==> config.mk <==
export PLATFORM = sky130hd
export DESIGN_NAME = eida_front
export DESIGN_NICKNAME = d
export VERILOG_FILES = /design/src/hdl/assert_macros.svh /design/src/hdl/eida_pkg.sv /design/src/hdl/eida_front.sv
export SDC_FILE = /design/constraint.sdc
export NUM_CORES = 1
export LEC_CHECK = 0
export ABC_AREA = 1
export BUFFER_PORTS_ARGS = -buffer_cell sky130_fd_sc_hd__buf_2
export CORE_MARGIN = 3
export CORE_UTILIZATION = 54
export CTS_BUF_LIST = sky130_fd_sc_hd__clkbuf_4 sky130_fd_sc_hd__clkbuf_8
export DETAILED_ROUTE_END_ITERATION = 12
export PLACE_DENSITY = 0.87
export SYNTH_ARGS = -nofsm -noshare
export SYNTH_HDL_FRONTEND = slang
export SYNTH_SLANG_ARGS = --single-unit
==> constraint.sdc <==
create_clock -name clk -period 2.82 [get_ports clk]
set_clock_uncertainty 0.05 [all_clocks]
set_input_delay 0.141 -clock clk [delete_from_list [all_inputs] [get_ports clk]]
set_output_delay 0.141 -clock clk [all_outputs]
set_load 0.02 [all_outputs]
==> src/hdl/assert_macros.svh <==
// Assertion macros used by the allocator module.
`ifndef ASSERT_MACROS_SVH
`define ASSERT_MACROS_SVH

// A condition that implies a consequence in the same cycle.
`define ASSERT_IMPLY(label, clk, rst_n, cond, conseq, msg) \
  label: assert property (@(posedge clk) disable iff (!rst_n) (cond) |-> (conseq)) \
    else $error(msg);

// A condition that implies a consequence in the next cycle.
`define ASSERT_NEXT(label, clk, rst_n, cond, conseq, msg) \
  label: assert property (@(posedge clk) disable iff (!rst_n) (cond) |=> (conseq)) \
    else $error(msg);

`endif

==> src/hdl/eida_pkg.sv <==
`default_nettype none

package eida_pkg;

  // Request kinds.
  localparam logic [3:0] KIND_ALLOC   = 4'd0;
  localparam logic [3:0] KIND_RUN     = 4'd1;
  localparam logic [3:0] KIND_FREE    = 4'd2;
  localparam logic [3:0] KIND_SET     = 4'd3;
  localparam logic [3:0] KIND_CLEAR   = 4'd4;
  localparam logic [3:0] KIND_ZERO    = 4'd5;
  localparam logic [3:0] KIND_READ    = 4'd6;
  localparam logic [3:0] KIND_CHECK   = 4'd7;
  localparam logic [3:0] KIND_COUNT   = 4'd8;

  // Status codes.
  localparam logic [1:0] ST_OK      = 2'd0;
  localparam logic [1:0] ST_NO_FREE = 2'd1;
  localparam logic [1:0] ST_BAD_ID  = 2'd2;

  typedef struct packed {
    logic [3:0]  kind;
    logic [15:0] entity_id;
    logic [4:0]  component_type;
    logic [6:0]  run_length;
  } req_t;

  typedef struct packed {
    logic [9:0]  given_id;
    logic [31:0] mask_out;
    logic        is_live;
    logic [10:0] live_total;
    logic [1:0]  status;
    logic        last;
  } rsp_t;

endpackage

`default_nettype wire

==> src/hdl/eida_front.sv <==
`default_nettype none

// Front end: takes request beats into a two-entry queue for the back end.
module eida_front (
  input  wire logic           clk,
  input  wire logic           rst_n,
  input  wire logic           in_valid,
  output logic                in_stall,
  input  wire eida_pkg::req_t in_data,
  output logic                q_valid,
  output eida_pkg::req_t      q_data,
  input  wire logic           q_take
);

  eida_pkg::req_t slot_r [2];
  logic           rd_ptr_r, wr_ptr_r;
  logic [1:0]     cnt_r;
  logic           push;

  assign in_stall = (cnt_r == 2'd2);
  assign push     = in_valid && !in_stall;
  assign q_valid  = (cnt_r != 2'd0);
  assign q_data   = slot_r[rd_ptr_r];

  // Queue storage.
  always_ff @(posedge clk) begin
    if (push) begin
      slot_r[wr_ptr_r] <= in_data;
    end
  end

  // Queue pointers and fill level.
  always_ff @(posedge clk) begin
    if (!rst_n) begin
      rd_ptr_r <= 1'b0;
      wr_ptr_r <= 1'b0;
      cnt_r    <= 2'd0;
    end else begin
      if (push) begin
        wr_ptr_r <= !wr_ptr_r;
      end
      if (q_take) begin
        rd_ptr_r <= !rd_ptr_r;
      end
      cnt_r <= cnt_r + {1'b0, push} - {1'b0, q_take};
    end
  end

endmodule

`default_nettype wire

Word-level counts from Yosys, hierarchy flattened
Memories as Yosys holds them, arrays and structs flattened. A register that Yosys moved wholly into a read port is not among the register bits.
Cells that the tools add are included.
W data, S select, Z words.
- memory bits (writable): 64
- input port bits: 36
- word-level logic and storage cells: 16
- memories kept: 1
- flip-flop bits (word level): 4
- multiplexer cells: 4
- add/subtract/negate cells: 2
- equality and inequality tests: 1
- reduce and logical (&&, ||, !) cells: 5
- memory list (name ; words ; bits a word ; read ports ; clocked after memory_dff ; wr ports ; RTL line ; text):
    slot_r ; 2 ; 32 ; 1 ; 1 ; 1 ; eida_front.sv:15 ; eida_pkg::req_t slot_r [2];
- operators by type and width (cell ; count):
    $mux W1 ; 4
    $logic_not A1 Y1 ; 3
    $add A2 B1 Y2 ; 1
    $eq A2 B2 Y1 const B ; 1
    $reduce_bool A2 Y1 ; 1
    $sub A2 B1 Y2 ; 1
    $logic_and A1 B1 Y1 ; 1

Logic depth before layout (Yosys ltp)
Gate-level depths: netlist of run 1.
- word-level depth: 5
- gate-level depth with buffers: 11
- gate-level depth less buffers: 11

Least setup slack after synthesis of run 1
Ideal clock, no wire load.
- kind: register to register
- start point: register cnt_r[0]
- end point: memory slot_r[0][0] (netlist name) (enable)
- data required time: 2.349 ns
- data arrival time: 1.889 ns
- period minus slack after synthesis: 2.360 ns
- buffers on the path: 0
- stages on the path, launching flop included: 5
- slack: 0.460 ns
- path through: dfxtp_1 inv_1 nand2_1 nand2_1 nor2_1
- longest elaborated chain between the ends: 5
- ends and longest elaborated chain (item ; RTL line ; text):
    start: declaration ; eida_front.sv:17 ; logic [1:0] cnt_r;
    start signal: assignment ; eida_front.sv:45 ; cnt_r <= cnt_r + {1'b0, push} - {1'b0, q_take};
    $eq A2 B2 Y1 ; eida_front.sv:20 ; assign in_stall = (cnt_r == 2'd2);
    $logic_not A1 Y1 ; eida_front.sv:21 ; assign push = in_valid && !in_stall;
    $logic_and A1 B1 Y1 ; eida_front.sv:21 ;
    $mux W1 ; eida_front.sv:27 ; if (push) begin
    $mux W1 (not written as such) ; eida_front.sv:28 ; slot_r[wr_ptr_r] <= in_data;
    end: declaration ; eida_front.sv:15 ;
Every way passes these cells.

==> results of run 1 <==
[repair_timing]
item,CTS,global route
hold buffers,32,0
setup endpoints to repair,0,0
gates resized for setup,0,0
buffers inserted,0,0
hold endpoints to repair,64,0
[where the power goes]
group | switching (mW) | internal [mW] | leakage (nW) | total [mW]
Sequential | 0.0378 | 1.22 | 0.638 | 1.26
Clock | 0.342 | 0.597 | 0.120 | 0.939
Combinational | 0.212 | 0.190 | 0.764 | 0.402
Total | 0.592 | 2.01 | 1.52 | 2.60
[worst paths after layout]
| path | startpoint | endpoint | slack (ps) | cells past startpoint |
|---|---|---|---|---|
| max | flip-flop | q_data[6] | 730 | 3 |
| min reg2reg | rd_ptr_r$_SDFFE_PN0P_ | flip-flop | 450 | 2 |
| max reg2reg | cnt_r[0]$_SDFF_PN0_ | cnt_r[1]$_SDFF_PN0_ | 1250 | 10 |
| min | rst_n | cnt_r[0]$_SDFF_PN0_ | 10 | 3 |
[cells by family after synthesis]
family / synth area share
AND/OR/NAND/NOR: 0.02598
flip-flops: 0.7495
AO/OA/AOI/OAI: 0.003711
adder cells (fa/ha/maj): 0.009275
buffers and inverters: 0.03618
multiplexers: 0.1753
[per-stage QoR]
step / utilization / instances
after global routing: 0.7642 / 318
after CTS: 0.7642 / 318
after floorplan: - / 134
after global placement: 0.6465 / 270
final: 0.7642 / 318
after detailed placement: 0.6465 / 270
[cell usage after synthesis]
master    count
dfxtp_1       5
edfxtp_1     64
mux2_2        2
a21oi_1       2
buf_12        3
nand3_1       2
ha_1          2
inv_1         7
buf_6         1
nor2_1        6
nand2_1      10
mux2_4       30
[worst max-delay path, cell delays in order, from the launching register on]
cell and delay [ps]:
dfxtp_2 710, buf_4 370, mux2_4 330, buf_2 160
[placed cells by master, fill, tap and decap left out, types with 2 or more instances in the layout]
| cell type | synthesis | routed |
|---|---|---|
| nor2_1 | 6 | 5 |
| inv_1 | 7 | 7 |
| nand3_1 | 2 | 2 |
| a21oi_1 | 2 | 2 |
| buf_4 | 0 | 4 |
| ha_1 | 2 | 2 |
| dfxtp_1 | 5 | 4 |
| bufinv_16 | 0 | 3 |
| mux2_4 | 30 | 30 |
| mux2_2 | 2 | 2 |
| buf_2 | 0 | 69 |
| dlygate4sd3_1 | 0 | 32 |
| edfxtp_1 | 64 | 64 |
| clkbuf_8 | 0 | 9 |
| nand2_1 | 10 | 10 |
[registers in the layout, indices dropped and copies added (netlist names), named ones only]
| name | flops |
|---|---|
| slot_r | 64 |
| cnt_r | 2 |
| rd_ptr_r | 1 |
| wr_ptr_r | 1 |
[per-layer routing]
metal	global-route usage	wire length (µm)
met4	0.1123	163
met5	0	0
met2	0.3249	2750
met3	0.05516	177
met1	0.1935	1822
[area by class of cell]
cell class                      instances  area share
Sequential cell                        69      0.5532
Timing Repair Buffer                  105      0.1902
Multi-Input combinational cell         54      0.1601
Clock buffer                           10     0.03592
Clock inverter                          6     0.03045
Tap cell                               67     0.02292
Inverter                                7    0.007184
==> flow_metrics.py, run 1 <==
metrics = {
    "outcome": {
        "status": "completed",
    },
    "routing": {
        "drt_wl_total_um": 4914,
        "dr.pass1.iters": 4,
        "antenna_left": 0,
        "drc": 0,
        "wl_per_cell_um": 15.45,
        "drt_iter0_drc": 92,
        "vias": 1478,
        "drt-vias-per-instance": 4.648,
    },
    "final_layout": {
        "nets": 284,
        "drive_above_1_share": 0.4900,
        "fillerInstances": 284,
        "ff_latch_area_um2": 2023,
        "diodes": 0,
        "final_area_um2": 3657,
        "multi_input_area_um2": 585.6,
        "syn_to_final_growth_pct": 35.58,
    },
    "yosys": {
        "yosysTopAreaCell": "edfxtp_1",
        "synth_cell_type_count": 12,
        "syn_nets": 172,
        "synth_top_area_frac": 0.7124,
        "yosysWarnings": 0,
        "synth_area_leaders": "edfxtp_1 71%, mux2_4 17%, dfxtp_1 3.7%, buf_12 2.2%, nand2_1 1.4%",
        "ys_ff_latch": 69,
        "syn_area_per_cell_um2": 20.13,
        "syn-instance-count": 134,
        "synth_area_um2": 2698,
        "ys_seq_area_frac": 0.7495,
    },
    "sta": {
        "worst_pin_slew_ps": 583.5,
        "max_freq_mhz": 478.9,
        "finalWorstSetupSlack_ps": 731.8,
        "min_period_over_period": 0.7405,
        "slew_viol_final": 0,
        "setup_viol": 0,
        "fin_hold_ws_ps": 11.19,
        "hold_viol_final": 0,
        "finalCriticalPeriod_ps": 2088,
        "tns_ps": 0,
        "rsz0062_at_grt": "false",
        "max_slew_margin": 0.6110,
    },
    "worst_setup_path": {
        "critical_path_required_ps": 2630,
        "crit_arrival_ps": 1900,
        "worstSetupPathType": "reg2out",
        "crit_fanout": 19,
        "end_kind": "primary output",
        "startpoint_type": "flip-flop",
    },
    "floorplanning": {
        "dieWidth_um": 76.68,
        "die_y_um": 76.68,
        "dieArea_um2": 5880,
        "io_pins": 70,
        "start_util": 0.5637,
        "num_rows": 25,
        "core-area_um2": 4786,
    },
    "global_route": {
        "grt_pass1_wl_um": 7990,
        "grt_pass1_vias": 1616,
        "track_usage": 0.1850,
        "grt_antenna_before_repair": 0,
        "grt_max_degree": 33,
        "grt_overflow": 0,
    },
    "placed_design": {
        "numPortBuffers": 69,
        "routabilityCongestion": 0.7870,
        "place_ws_ps": 1060,
        "place_hpwl_um": 2936,
        "place_area_um2": 3094,
    },
    "hold_path": {
        "hold_path_class": "in2reg",
    },
    "cts": {
        "root_buffer": "clkbuf_8",
        "h-tree-depth": 3,
        "clock_latency_ps": 320,
        "path_clk_slew_ps": 70,
        "cts_made_buffers": 9,
        "clock_path_buffers": 2,
        "cts_tree": "built",
        "clkSinkCount": 69,
    },
    "power_and_ir_drop": {
        "p_total_mw": 2.601,
        "power_density_nw_per_um2": 711.1,
        "max-vdd-ir-drop_mv": 0.6224,
        "cellLeakagePower_nw": 1.522,
    },
    "job": {
        "cap_violations": 0,
    },
}
Note: power is estimated with default switching activity, not from simulation.
==> inputs of run 2 (changes only) <==
- ABC_AREA: 1 -> 0
- clock period: 2.82 -> 2 ns (I/O delays scaled with it)
==> run 2 against run 1 <==
  * Synthesized cell count decreased by 6.7%
  * Global-route usage down 1.4 points
  * Routed wire length shrank 6.9%
  * Combinational power rose by 120%
  * Clock power shrank 4.6%
  * Final cell count shrank 2.5%
==> flow_metrics.py, run 2 <==
metrics = {
    "final_layout": {
        "diodes": 0,
        "stdcell_count": 310,
        "drive_above_1_share": 0.4979,
        "syn_to_final_growth_pct": 32.85,
        "top_register": "slot_r",
        "fillerInstances": 293,
        "largest_reg_flops": 64,
        "reg_top3": "slot_r x64, cnt_r x2",
        "fin_util": 0.7475,
        "final_cell_mix": "69 x buf_2, 64 x edfxtp_1, 33 x dlygate4sd3_1, 30 x mux2_4, 9 x clkbuf_8",
        "final_common_cell": "buf_2",
        "nets": 277,
    },
    "global_route": {
        "grt_pass1_vias": 1564,
        "track_usage": 0.1708,
        "grt_pass1_wl_um": 7548,
        "grt_max_degree": 33,
        "grt_overflow": 0,
        "grt_antenna_before_repair": 0,
    },
    "yosys": {
        "synth_cell_type_count": 17,
        "synth_area_um2": 2693,
        "syn_area_per_cell_um2": 21.54,
        "syn-instance-count": 125,
        "yosysWarnings": 0,
        "syn_nets": 163,
        "synth_edf_count": 64,
        "yosys_most_used_dff": "edfxtp_1",
        "synth_top_area_frac": 0.7138,
        "async_flop_share": 0,
        "netlist_top_cells_count": "64 x edfxtp_1, 30 x mux2_4, 5 x dfxtp_1",
        "synth_area_leaders": "edfxtp_1 71%, mux2_4 17%, dfxtp_1 3.7%, buf_12 2.2%, ha_1 0.93%",
        "yosysMostFrequentCell": "edfxtp_1",
        "ys_seq_area_frac": 0.7509,
        "yosysTopAreaCell": "edfxtp_1",
        "ys_ff_latch": 69,
    },
    "floorplanning": {
        "core-area_um2": 4786,
        "dieWidth_um": 76.62,
        "io_pins": 70,
        "start_util": 0.5626,
        "num_rows": 25,
        "dieArea_um2": 5870,
        "die_y_um": 76.62,
    },
    "placed_design": {
        "place_hpwl_um": 2949,
        "routabilityCongestion": 0.6923,
        "dp_cells": 262,
        "numPortBuffers": 69,
        "place_ws_ps": 361.6,
    },
    "cts": {
        "cts_resized": 0,
        "cts_setup_buffers": 0,
        "path_clk_slew_ps": 60,
        "clock_latency_ps": 320,
        "cts_made_buffers": 9,
        "h-tree-depth": 3,
        "cts_tree": "built",
        "clock_path_buffers": 2,
        "root_buffer": "clkbuf_8",
        "clkSinkCount": 69,
    },
    "sta": {
        "min_period_over_period": 0.8502,
        "finalCriticalPeriod_ps": 1700,
        "slew_viol_final": 0,
        "rsz0062_at_grt": "false",
        "tns_ps": 0,
        "worst_pin_slew_ps": 423.8,
        "max_freq_mhz": 588.1,
        "hold_viol_final": 0,
        "finalWorstSetupSlack_ps": 299.5,
        "setup_viol": 0,
        "max_slew_margin": 0.7174,
    },
    "worst_setup_path": {
        "critical_path.cell_chain": "buf_4 -> mux2_2 -> buf_2",
        "cp_slowest_cell": "mux2_2",
        "startpoint_type": "flip-flop",
        "slowest_delay_ps": 390,
        "worstSetupPathType": "reg2out",
        "crit_fanout": 21,
        "critical_path_required_ps": 1850,
        "crit_arrival_ps": 1550,
        "reg2reg_depth": 8,
        "end_kind": "primary output",
    },
    "job": {
        "cap_violations": 0,
    },
    "power_and_ir_drop": {
        "cellLeakagePower_nw": 1.473,
        "p_total_mw": 3.668,
        "power_density_nw_per_um2": 1025,
        "max-vdd-ir-drop_mv": 0.7251,
    },
    "routing": {
        "drc": 0,
        "antenna_left": 0,
        "vias": 1451,
        "drt_iter0_drc": 60,
        "wl_per_cell_um": 14.76,
        "dr.pass1.iters": 4,
        "drt_wl_total_um": 4576,
        "drt-vias-per-instance": 4.681,
    },
    "hold_path": {
        "whs_path_depth": 3,
        "hold_path_class": "in2reg",
    },
    "outcome": {
        "status": "completed",
    },
}
-- run 2: cell types whose count changed in the layout (fill, tap and decap cells not counted), sizes merged, moves of 2 or more --
cell and delta:
a21oi -2, bufinv -3, clkinv +2, inv -4
nand2 -8, nand2b +2, nand3 -2, nor2 -2
xnor2 +2
-- run 2: kinds of logic after synthesis --
kind of cell	share of synthesized area
flip-flops	0.7509
multiplexers	0.1794
AND/OR/NAND/NOR	0.01998
buffers and inverters	0.03067
XOR/XNOR	0.009760
adder cells (fa/ha/maj)	0.009292
-- run 2: layout make-up --
type	count	area (µm²)	share of cell area
Inverter	3	11.26	0.003148
Sequential cell	69	2023	0.5656
Clock inverter	4	16.27	0.004547
Timing Repair Buffer	107	713.2	0.1994
Tap cell	67	83.83	0.02343
Multi-Input combinational cell	49	590.6	0.1651
Clock buffer	11	138.9	0.03882
-- run 2: metrics by stage --
stage               instance area, µm²  hold WS, ps
floorplan                         2695        148.9
global placement                  3092        237.2
detailed placement                3092        241.5
CTS                               3577        22.00
global route                      3577        81.28
finish                            3577        32.92
-- run 2: critical path: cells and delay by family, from the launching register on --
kind                   cells  cell delay (ps)
buffers and inverters      2              500
flip-flops                 1              320
multiplexers               1              390
-- run 2: repair_timing --
item	in CTS	in global routing
hold buffers	33	0
endpoints found under the hold margin	65	0
setup endpoints to repair	0	0
-- run 2: worst paths after layout --
kind	end	start	slack (ps)
setup / recovery	q_data[0]	flip-flop	300
hold / removal	rd_ptr_r$_SDFFE_PN0P_	q_take	30
setup reg to reg	cnt_r[1]$_SDFF_PN0_	cnt_r[0]$_SDFF_PN0_	360
hold reg to reg	wr_ptr_r$_SDFFE_PN0P_	wr_ptr_r$_SDFFE_PN0P_	450
-- run 2: routing by layer --
layer	global-route usage	vias up	routed length (µm)
met2	0.2970	42	2480
li1	-	701	-
met1	0.1894	698	1834
met4	0.1069	0	89
met3	0.03783	10	172
met5	0	-	0
-- run 2: power by group --
part	internal, mW	leakage, nW	switching (mW)
sequential	1.83	0.639	0.0617
combinational	0.405	0.752	0.478
clock	0.456	0.0825	0.440
